<file path="config.mk">
export PLATFORM = sky130hd
export DESIGN_NAME = array_priority_queue_flat
export DESIGN_NICKNAME = d
export VERILOG_FILES = /design/src/rtl/core/apq_pkg.sv /design/src/rtl/core/apq_in_if.sv /design/src/rtl/core/apq_out_if.sv /design/src/rtl/core/apq_store.sv /design/src/rtl/core/apq_ctrl.sv /design/src/rtl/core/array_priority_queue.sv /design/src/flat_wrapper.sv
export SDC_FILE = /design/constraint.sdc
export NUM_CORES = 1
export LEC_CHECK = 0
export BUFFER_PORTS_ARGS = -buffer_cell sky130_fd_sc_hd__buf_2
export CORE_MARGIN = 2
export CORE_UTILIZATION = 40
export CTS_CLUSTER_DIAMETER = 40
export DETAILED_ROUTE_END_ITERATION = 8
export GPL_TIMING_DRIVEN = 0
export PLACE_DENSITY = 0.54
export RECOVER_POWER = 25
export SLEW_MARGIN = 20
export SYNTH_ARGS = -nofsm -noshare
export SYNTH_HDL_FRONTEND = slang
export SYNTH_SLANG_ARGS = --single-unit
</file>
<file path="constraint.sdc">
create_clock -name i_clk -period 5.1 [get_ports i_clk]
set_clock_uncertainty 0.05 [all_clocks]
set_input_delay 0.255 -clock i_clk [delete_from_list [all_inputs] [get_ports i_clk]]
set_output_delay 0.255 -clock i_clk [all_outputs]
set_load 0.005 [all_outputs]
</file>
<file path="src/rtl/core/apq_pkg.sv">
package apq_pkg;

    // table size and derived widths
    localparam int Depth    = 16;
    localparam int IDX_W    = $clog2(Depth);
    localparam int CNT_W    = $clog2(Depth + 1);

    // fixed field widths
    localparam int OP_W     = 2;
    localparam int VALUE_W  = 16;
    localparam int PRI_W    = 8;
    localparam int STATUS_W = 2;
    localparam int POS_W    = 4;
    localparam int FILL_W   = 5;

    // operation codes
    localparam logic [OP_W-1:0] OP_APPEND = 2'd0;
    localparam logic [OP_W-1:0] OP_URGENT = 2'd1;
    localparam logic [OP_W-1:0] OP_REMOVE = 2'd2;

    // status codes
    localparam logic [STATUS_W-1:0] ST_OK    = 2'd0;
    localparam logic [STATUS_W-1:0] ST_FULL  = 2'd1;
    localparam logic [STATUS_W-1:0] ST_EMPTY = 2'd2;
    localparam logic [STATUS_W-1:0] ST_EVICT = 2'd3;

    typedef struct packed {
        logic [PRI_W-1:0]   pri;
        logic [VALUE_W-1:0] value;
    } t_entry;

    typedef struct packed {
        logic             we;
        logic [IDX_W-1:0] waddr;
        t_entry           wdata;
        logic [IDX_W-1:0] raddr;
    } t_mem_req;

    typedef struct packed {
        logic [STATUS_W-1:0] status;
        logic [VALUE_W-1:0]  value;
        logic [PRI_W-1:0]    pri;
        logic [POS_W-1:0]    position;
        logic [FILL_W-1:0]   fill;
    } t_result;

endpackage

</file>
<file path="src/rtl/core/apq_in_if.sv">
interface apq_in_if;
    logic                         valid;
    logic                         ready;
    logic [apq_pkg::OP_W-1:0]     operation;
    logic [apq_pkg::VALUE_W-1:0]  item_value;
    logic [apq_pkg::PRI_W-1:0]    item_priority;

    modport source (output valid, output operation, output item_value,
                    output item_priority, input ready);
    modport sink   (input valid, input operation, input item_value,
                    input item_priority, output ready);
endinterface

</file>
<file path="src/rtl/core/apq_out_if.sv">
interface apq_out_if;
    logic                          valid;
    logic                          ready;
    logic [apq_pkg::STATUS_W-1:0]  status;
    logic [apq_pkg::VALUE_W-1:0]   out_value;
    logic [apq_pkg::PRI_W-1:0]     out_priority;
    logic [apq_pkg::POS_W-1:0]     out_position;
    logic [apq_pkg::FILL_W-1:0]    fill_count;

    modport source (output valid, output status, output out_value, output out_priority,
                    output out_position, output fill_count, input ready);
    modport sink   (input valid, input status, input out_value, input out_priority,
                    input out_position, input fill_count, output ready);
endinterface

</file>
<file path="src/rtl/core/apq_store.sv">
module apq_store (
    input  logic              i_clk,
    input  apq_pkg::t_mem_req i_req,
    output apq_pkg::t_entry   o_rdata
);

    apq_pkg::t_entry r_mem [apq_pkg::Depth];
    apq_pkg::t_entry r_rdata;

    // one write port, one registered read port
    always_ff @(posedge i_clk) begin
        if (i_req.we) begin
            r_mem[i_req.waddr] <= i_req.wdata;
        end
        r_rdata <= r_mem[i_req.raddr];
    end

    assign o_rdata = r_rdata;

endmodule

</file>
<file path="src/rtl/core/apq_ctrl.sv">
module apq_ctrl (
    input  logic               i_clk,
    input  logic               i_rst_n,
    apq_in_if.sink             i_in,
    output apq_pkg::t_mem_req  o_req,
    input  apq_pkg::t_entry    i_rdata,
    output logic               o_res_valid,
    output apq_pkg::t_result   o_res,
    input  logic               i_res_ready
);

    typedef enum logic [2:0] {
        S_IDLE, S_EVICT, S_WALK, S_PLACE, S_SCAN, S_SHIFT, S_FINISH
    } t_state;

    t_state                       r_state, n_state;
    logic [apq_pkg::CNT_W-1:0]    r_count, n_count;
    logic [apq_pkg::IDX_W-1:0]    r_k, n_k;
    logic [apq_pkg::IDX_W-1:0]    r_ptr, n_ptr;
    logic [apq_pkg::IDX_W-1:0]    r_best_idx, n_best_idx;
    apq_pkg::t_entry              r_best, n_best;
    apq_pkg::t_entry              r_new, n_new;
    apq_pkg::t_result             r_res, n_res;

    logic                         full;
    logic [apq_pkg::CNT_W-1:0]    cnt_inc;
    logic                         take;
    apq_pkg::t_entry              cand;
    logic [apq_pkg::IDX_W-1:0]    cand_idx;

    assign full    = (r_count == apq_pkg::CNT_W'(apq_pkg::Depth));
    assign cnt_inc = full ? r_count : r_count + apq_pkg::CNT_W'(1);

    // running first-maximum of the scan
    assign take     = (r_ptr == '0) || (i_rdata.pri > r_best.pri);
    assign cand     = take ? i_rdata : r_best;
    assign cand_idx = take ? r_ptr : r_best_idx;

    always_comb begin
        n_state    = r_state;
        n_count    = r_count;
        n_k        = r_k;
        n_ptr      = r_ptr;
        n_best_idx = r_best_idx;
        n_best     = r_best;
        n_new      = r_new;
        n_res      = r_res;
        o_req      = '0;

        case (r_state)
            S_IDLE: begin
                if (i_in.valid) begin
                    n_new.value = i_in.item_value;
                    n_new.pri   = i_in.item_priority;
                    n_res       = '0;
                    n_state     = S_FINISH;
                    case (i_in.operation)
                        apq_pkg::OP_APPEND: begin
                            if (full) begin
                                n_res.status = apq_pkg::ST_FULL;
                            end else begin
                                o_req.we    = 1'b1;
                                o_req.waddr = r_count[apq_pkg::IDX_W-1:0];
                                o_req.wdata = n_new;
                                n_count     = cnt_inc;
                            end
                        end
                        apq_pkg::OP_URGENT: begin
                            if (full) begin
                                n_k         = apq_pkg::IDX_W'(apq_pkg::Depth - 1);
                                o_req.raddr = apq_pkg::IDX_W'(apq_pkg::Depth - 1);
                                n_state     = S_EVICT;
                            end else if (r_count == '0) begin
                                o_req.we    = 1'b1;
                                o_req.waddr = '0;
                                o_req.wdata = n_new;
                                n_count     = cnt_inc;
                            end else begin
                                n_k         = r_count[apq_pkg::IDX_W-1:0];
                                o_req.raddr = r_count[apq_pkg::IDX_W-1:0]
                                              - apq_pkg::IDX_W'(1);
                                n_state     = S_WALK;
                            end
                        end
                        apq_pkg::OP_REMOVE: begin
                            if (r_count == '0) begin
                                n_res.status = apq_pkg::ST_EMPTY;
                            end else begin
                                o_req.raddr = '0;
                                n_ptr       = '0;
                                n_state     = S_SCAN;
                            end
                        end
                        default: begin
                        end
                    endcase
                    n_res.fill = apq_pkg::FILL_W'(n_count);
                end
            end
            S_EVICT: begin
                // tail entry arrives; report it and start the walk one below
                n_res.status   = apq_pkg::ST_EVICT;
                n_res.value    = i_rdata.value;
                n_res.pri      = i_rdata.pri;
                n_res.position = apq_pkg::POS_W'(apq_pkg::Depth - 1);
                o_req.raddr    = apq_pkg::IDX_W'(apq_pkg::Depth - 2);
                n_state        = S_WALK;
            end
            S_WALK: begin
                o_req.we    = 1'b1;
                o_req.waddr = r_k;
                if (i_rdata.pri < r_new.pri) begin
                    o_req.wdata = i_rdata;
                    n_k         = r_k - apq_pkg::IDX_W'(1);
                    if (r_k == apq_pkg::IDX_W'(1)) begin
                        n_state = S_PLACE;
                    end else begin
                        o_req.raddr = r_k - apq_pkg::IDX_W'(2);
                    end
                end else begin
                    o_req.wdata = r_new;
                    n_count     = cnt_inc;
                    n_res.fill  = apq_pkg::FILL_W'(cnt_inc);
                    n_state     = S_FINISH;
                end
            end
            S_PLACE: begin
                o_req.we    = 1'b1;
                o_req.waddr = r_k;
                o_req.wdata = r_new;
                n_count     = cnt_inc;
                n_res.fill  = apq_pkg::FILL_W'(cnt_inc);
                n_state     = S_FINISH;
            end
            S_SCAN: begin
                n_best     = cand;
                n_best_idx = cand_idx;
                if ((apq_pkg::CNT_W'(r_ptr) + apq_pkg::CNT_W'(1)) < r_count) begin
                    o_req.raddr = r_ptr + apq_pkg::IDX_W'(1);
                    n_ptr       = r_ptr + apq_pkg::IDX_W'(1);
                end else begin
                    n_res.status   = apq_pkg::ST_OK;
                    n_res.value    = cand.value;
                    n_res.pri      = cand.pri;
                    n_res.position = apq_pkg::POS_W'(cand_idx);
                    n_ptr          = cand_idx;
                    if ((apq_pkg::CNT_W'(cand_idx) + apq_pkg::CNT_W'(1)) < r_count) begin
                        o_req.raddr = cand_idx + apq_pkg::IDX_W'(1);
                        n_state     = S_SHIFT;
                    end else begin
                        n_count    = r_count - apq_pkg::CNT_W'(1);
                        n_res.fill = apq_pkg::FILL_W'(r_count - apq_pkg::CNT_W'(1));
                        n_state    = S_FINISH;
                    end
                end
            end
            S_SHIFT: begin
                // close the gap: entry ptr+1 moves down to ptr
                o_req.we    = 1'b1;
                o_req.waddr = r_ptr;
                o_req.wdata = i_rdata;
                n_ptr       = r_ptr + apq_pkg::IDX_W'(1);
                if ((apq_pkg::CNT_W'(r_ptr) + apq_pkg::CNT_W'(2)) < r_count) begin
                    o_req.raddr = r_ptr + apq_pkg::IDX_W'(2);
                end else begin
                    n_count    = r_count - apq_pkg::CNT_W'(1);
                    n_res.fill = apq_pkg::FILL_W'(r_count - apq_pkg::CNT_W'(1));
                    n_state    = S_FINISH;
                end
            end
            S_FINISH: begin
                if (i_res_ready) begin
                    n_state = S_IDLE;
                end
            end
            default: begin
                n_state = S_IDLE;
            end
        endcase
    end

    always_ff @(posedge i_clk) begin
        if (!i_rst_n) begin
            r_state <= S_IDLE;
            r_count <= '0;
        end else begin
            r_state <= n_state;
            r_count <= n_count;
        end
        r_k        <= n_k;
        r_ptr      <= n_ptr;
        r_best_idx <= n_best_idx;
        r_best     <= n_best;
        r_new      <= n_new;
        r_res      <= n_res;
    end

    assign i_in.ready  = (r_state == S_IDLE);
    assign o_res_valid = (r_state == S_FINISH);
    assign o_res       = r_res;

endmodule

</file>
<file path="src/rtl/core/array_priority_queue.sv">
// Channel   Dir   Interface    Payload
// i_in      in    apq_in_if    operation, item_value, item_priority
// o_out     out   apq_out_if   status, out_value, out_priority, out_position, fill_count
//
// One transaction in gives one transaction out. The sequencer is busy from the accept
// cycle to the hand-off into the output register. Append, rejected append, remove on
// empty and the unused code go from accept straight to that hand-off. Urgent insert
// writes straight into an empty table; else it walks lower-priority entries up one slot
// per step, then places the item, and when full it first reads the tail for eviction.
// Remove scans all entries, then moves down the entries above the removed slot. Every
// step is one access of the single-read, single-write table memory with its registered read.
// Reset clears the fill count and handshake state; table contents are not cleared.
// The output register frees the sequencer, so it takes a new transaction while a
// result is still waiting on o_out; a stalled o_out holds the sequencer at its end.
module array_priority_queue (
    input  logic       i_clk,
    input  logic       i_rst_n,
    apq_in_if.sink     i_in,
    apq_out_if.source  o_out
);

    apq_pkg::t_mem_req  mem_req;
    apq_pkg::t_entry    mem_rdata;
    logic               res_valid;
    logic               res_ready;
    apq_pkg::t_result   res;

    logic               r_out_valid;
    apq_pkg::t_result   r_out;

    // table memory: {priority, value} per slot
    apq_store u_store (
        .i_clk   (i_clk),
        .i_req   (mem_req),
        .o_rdata (mem_rdata)
    );

    // sequencer: append, sorted walk, scan and gap closing
    apq_ctrl u_ctrl (
        .i_clk       (i_clk),
        .i_rst_n     (i_rst_n),
        .i_in        (i_in),
        .o_req       (mem_req),
        .i_rdata     (mem_rdata),
        .o_res_valid (res_valid),
        .o_res       (res),
        .i_res_ready (res_ready)
    );

    // output register: loads when empty or being drained this cycle
    assign res_ready = !r_out_valid || o_out.ready;

    always_ff @(posedge i_clk) begin
        if (!i_rst_n) begin
            r_out_valid <= 1'b0;
        end else if (res_ready) begin
            r_out_valid <= res_valid;
        end
        if (res_ready && res_valid) begin
            r_out <= res;
        end
    end

    assign o_out.valid        = r_out_valid;
    assign o_out.status       = r_out.status;
    assign o_out.out_value    = r_out.value;
    assign o_out.out_priority = r_out.pri;
    assign o_out.out_position = r_out.position;
    assign o_out.fill_count   = r_out.fill;

endmodule
</file>
<file path="src/flat_wrapper.sv">
// flat-port wrapper written by rule: the top's interface ports become plain ports
module array_priority_queue_flat 
  (i_clk, i_rst_n, i_in_valid, i_in_operation, i_in_item_value, i_in_item_priority, i_in_ready, o_out_valid, o_out_status, o_out_out_value, o_out_out_priority, o_out_out_position, o_out_fill_count, o_out_ready);
  apq_in_if i_in_i ();
  apq_out_if o_out_i ();
  input  logic i_clk;
  input  logic i_rst_n;
  input wire logic [$bits(i_in_i.valid)-1:0] i_in_valid;
  input wire logic [$bits(i_in_i.operation)-1:0] i_in_operation;
  input wire logic [$bits(i_in_i.item_value)-1:0] i_in_item_value;
  input wire logic [$bits(i_in_i.item_priority)-1:0] i_in_item_priority;
  output wire logic [$bits(i_in_i.ready)-1:0] i_in_ready;
  output wire logic [$bits(o_out_i.valid)-1:0] o_out_valid;
  output wire logic [$bits(o_out_i.status)-1:0] o_out_status;
  output wire logic [$bits(o_out_i.out_value)-1:0] o_out_out_value;
  output wire logic [$bits(o_out_i.out_priority)-1:0] o_out_out_priority;
  output wire logic [$bits(o_out_i.out_position)-1:0] o_out_out_position;
  output wire logic [$bits(o_out_i.fill_count)-1:0] o_out_fill_count;
  input wire logic [$bits(o_out_i.ready)-1:0] o_out_ready;
  assign i_in_i.valid = i_in_valid;
  assign i_in_i.operation = i_in_operation;
  assign i_in_i.item_value = i_in_item_value;
  assign i_in_i.item_priority = i_in_item_priority;
  assign i_in_ready = i_in_i.ready;
  assign o_out_valid = o_out_i.valid;
  assign o_out_status = o_out_i.status;
  assign o_out_out_value = o_out_i.out_value;
  assign o_out_out_priority = o_out_i.out_priority;
  assign o_out_out_position = o_out_i.out_position;
  assign o_out_fill_count = o_out_i.fill_count;
  assign o_out_i.ready = o_out_ready;
  array_priority_queue u_core (.i_clk(i_clk), .i_rst_n(i_rst_n), .i_in(i_in_i), .o_out(o_out_i));
endmodule
</file>
==> run summary <==
## Place
* **post-place setup slack** -1.32 ns
* **placed instance count** 2,394
* **routability congestion estimate** 0.895
* **HPWL Detailed** 39,300 µm
* **number of I/O port buffers** 66

## Clocking
* **clock root buffer** sky130_fd_sc_hd__clkbuf_16
* **H-tree lvl count** 3
* **Clock Path Buffers** 3
* **clock tree from TritonCTS** done
* **clock network latency to the later pin of the worst-skew pair** 0.62 ns
* **number of clock buffers inserted by TritonCTS** 81
* **Reg clk slew, reported paths** 0.06 ns
* **clock sink count** 547

## Worst setup path
* **critical register-to-register path startpoint** u_core.u_store.o_rdata[18]
* **category of the worst setup path launch point** register
* **top fanout value on the critical path** 10
* **required arrival time at the worst endpoint** 5.53 ns
* **CP Buf/Inv Count** 5
* **destination of the worst register-to-register timing path** u_core.u_store.o_rdata[7]
* **category of the critical setup timing path** register to register
* **Worst Path Arrival** 5.61 ns
* **minimum setup slack among reg-to-reg paths** -0.08 ns
* **worst stage delay on the critical path** 0.51 ns
* **r2r worst-path depth** 23
* **Worst Setup End Kind** register
* **slowest cell on the critical path** sky130_fd_sc_hd__dfxtp_1
* **cell family with most CP delay** compound AO/OA/AOI/OAI gates
* **Cell Chain, Critical Path** ha_1, nand4_1, nor2_4, a211oi_4, nor2_8, buf_8, a21oi_4, inv_2, ha_4, xnor2_4, ha_4, a21o_1, a21o_1, a211o_1, or3_4, o31a_1, buf_6, nand2b_1, buf_6, buf_12, o22ai_2, o32a_1, o211ai_2

## Hold path
* **end point of the worst hold path** u_core.u_ctrl.r_new[17]
* **worst hold path startpoint** i_in_valid
* **path category of the worst min-delay check** primary input to register
* **cell depth of the worst hold path** 2

## Detailed routing
* **DRT Wirelength** 58,900 µm
* **number of remaining DRC errors** 0
* **detailed-route vias per instance** 5.37
* **DRC violation total after the first TritonRoute iteration** 1,046
* **routed via count** 14,000
* **met1 wire length** 26,300 µm
* **Met2 Routed Length** 28,200 µm
* **Routed wire per std cell** 22.6 µm
* **total iterations of the first detailed-routing run** 7
* **DRT antenna net count** 0
* **Max Used Layer** met4
* **WL met3** 3000 µm

## Floorplan
* **die span in y** 246 µm
* **overall die area** 60,600 µm²
* **horizontal die dimension** 246 µm
* **placeable core area** 57,800 µm²
* **Top Ports** 67
* **Initial Utilization** 0.406
* **Std-Cell Rows** 88

## Finish
* **final standard cell utilization of the core** 0.507
* **number of fill cells** 4,846
* **final standard cell count with taps included and fillers excluded** 2,606
* **final-stage net count** 1,848
* **number of inserted diodes** 0
* **signed area change from the synthesized netlist to the final layout** 24.9%
* **fraction of layout instances using a drive strength above 1** 0.287

## Synthesis
* **Area contributors post-synth** sky130_fd_sc_hd__edfxtp_1 (66%), sky130_fd_sc_hd__mux2i_1 (5.3%), sky130_fd_sc_hd__mux2_2 (4.6%)
* **Synth top area share** 0.658
* **number of flops mapped to enable cells by yosys** 514
* **total of warnings raised by yosys** 0
* **nets in the synthesized netlist** 1,615
* **share of flip-flops with an asynchronous set or reset after synthesis** 0
* **average cell area after synthesis** 15.2 µm²
* **number of library cell types mapped by synthesis** 74
* **part of the Yosys area used for sequential elements** 0.686
* **flops & latches, synth** 547
* **count of mapped cells out of synthesis** 1,540
* **most instantiated flip-flop cell in the synthesis netlist** sky130_fd_sc_hd__edfxtp_1
* **post-synthesis instance area** 23,500 µm²
* **Yosys top cell by area** sky130_fd_sc_hd__edfxtp_1

## Timing
* **Slew Limit Headroom** -0.0257
* **Max Slew Vio Count** 9
* **number of hold violations in the final report** 0
* **final worst-path setup slack** -0.0757 ns
* **fin crit share** 1.01
* **TNS Setup** -0.514 ns
* **minimum clock period** 5.18 ns
* **number of failing setup endpoints in the final timing report** 20
* **unrepaired setup endpoints after global routing** yes
* **upper clock frequency limit** 193 MHz
* **slew of the pin with the lowest slew margin** 1.52 ns

## Global routing
* **Global Route Usage Sum** 0.197
* **number of global-route vias before repair** 14,200
* **initial antenna violation count** 0
* **wire length of the first global-routing pass** 89,100 µm
* **leftover overflow at the end of global routing** 0
* **largest net degree at the start of global routing** 31

## Power and ir drop
* **leakage** 10.8 nW
* **overall power consumption** 22.9 mW
* **power density over the cells** 781 nW/µm²
* **worst vdd ir** 342 µV

## Job
* **max-capacitance violation count** 1

## Status
* **run status** complete, but fails checks
* **violated checks** capacitance limit, slew limit, setup timing

## area by class of cell
cell class | instances | area, µm² | share of cell area
Timing Repair Buffer | 153 | 1330 | 0.0455
Tap cell | 765 | 957 | 0.0327
Clock buffer | 85 | 2060 | 0.0704
Multi-Input combinational cell | 834 | 7140 | 0.244
Sequential cell | 547 | 16100 | 0.550
Buffer | 84 | 649 | 0.0222
Inverter | 72 | 270 | 0.00922
Clock inverter | 66 | 782 | 0.0267
## layer usage
metal,vias up,global-route usage
li1,6487,-
met1,7028,0.270
met2,391,0.321
met3,85,0.0294
met4,0,0.0629
met5,-,0
## cells by family after synthesis
kind of cell               Yosys count  share of synthesized area
DFF                                547                      0.686
adders and majority gates           45                     0.0240
muxes                              221                     0.0999
AOI/OAI and AO/OA                  277                     0.0973
xor gates and xnor gates            10                    0.00373
buffers and inverters              159                     0.0300
and+or+nand+nor                    281                     0.0591
## flip-flops by register name, summed over array words and instances, names as in the netlist
| signal | flops |
|---|---|
| u_core.u_store.r_mem | 384 |
| u_core.o_out.out_value | 16 |
| u_core.o_out.out_priority | 8 |
| u_core.u_store.o_rdata | 24 |
| u_core.o_out.status | 2 |
| u_core.u_ctrl.r_new | 24 |
| u_core.u_ctrl.r_k | 4 |
| u_core.o_out.fill_count | 5 |
| u_core.u_ctrl.o_res | 35 |
| u_core.o_out.out_position | 4 |
| u_core.o_out.valid | 1 |
| u_core.u_ctrl.r_best | 24 |
| u_core.u_ctrl.r_ptr | 4 |
| u_core.u_ctrl.r_best_idx | 4 |
| u_core.u_ctrl.r_count | 5 |
| u_core.u_ctrl.r_state | 3 |
## worst max-delay path by stage
stage                                    start  cells after the start                         end  slack [ns]
floorplan             u_core.u_ctrl.r_best[17]                     25  u_core.u_store.o_rdata[10]        0.05
global placement      u_core.u_ctrl.r_state[1]                      8  u_core.u_store.r_mem[5][7]       -1.85
detailed placement      u_core.u_ctrl.r_ptr[0]                     23   u_core.u_store.o_rdata[5]       -1.32
CTS                   u_core.u_ctrl.r_best[17]                     23  u_core.u_store.o_rdata[20]       -0.05
global route          u_core.u_ctrl.r_best[17]                     24  u_core.u_store.o_rdata[22]       -0.22
finish              u_core.u_store.o_rdata[18]                     23   u_core.u_store.o_rdata[7]       -0.08
## cell usage in the layout, fill, tap and decap left out, drive strengths merged, types with 9 or more instances in the layout
master and count:
nand2 40, nor3 11, o22ai 27, a211oi 10
mux2i 125, buf 122, inv 92, or2 52
dlygate4sd3 26, o21ai 22, ha 45, a31oi 9
bufinv 9, a21oi 39, clkbuf 174, a2111o 24
nor2 127, a22o 23, dfxtp 33, mux2 96
clkinv 33, o32a 24, edfxtp 514, o211ai 29
a222oi 26
## synthesized netlist by cell type, types with 12 or more instances
library cell,n
sky130_fd_sc_hd__ha_1,45
sky130_fd_sc_hd__a2111o_1,24
sky130_fd_sc_hd__edfxtp_1,514
sky130_fd_sc_hd__o211ai_2,19
sky130_fd_sc_hd__a21oi_1,38
sky130_fd_sc_hd__a22o_1,23
sky130_fd_sc_hd__nor2_1,124
sky130_fd_sc_hd__clkbuf_1,37
sky130_fd_sc_hd__inv_1,69
sky130_fd_sc_hd__or2_2,50
sky130_fd_sc_hd__o21ai_0,20
sky130_fd_sc_hd__buf_4,12
sky130_fd_sc_hd__a222oi_1,26
sky130_fd_sc_hd__mux2_2,96
sky130_fd_sc_hd__o32a_1,24
sky130_fd_sc_hd__o22ai_1,26
sky130_fd_sc_hd__mux2i_1,124
sky130_fd_sc_hd__buf_2,26
sky130_fd_sc_hd__nand2_1,40
sky130_fd_sc_hd__dfxtp_1,33
## through the flow
stage | instance area [µm²] | hold WS, ns
global placement | 24800 | 0.351
global route | 29300 | 0.192
detailed placement | 25300 | 0.355
finish | 29300 | 0.188
floorplan | 23500 | 0.304
CTS | 29100 | 0.0438
## what timing repair did
item,in CTS,in global routing
hold buffers,26,0
pin swaps,46,42
cloned,4,1
buffers inserted,23,11
endpoints found under the setup margin,34,24
endpoints found under the hold margin,27,0
resized for setup,106,60
## report_power, final
part	internal, mW	total, mW	switching [mW]
clock	3.50	5.70	2.21
combinational	4.50	10.4	5.92
sequential	6.39	6.75	0.357
No activity file was read; power rests on OpenSTA's default activity.
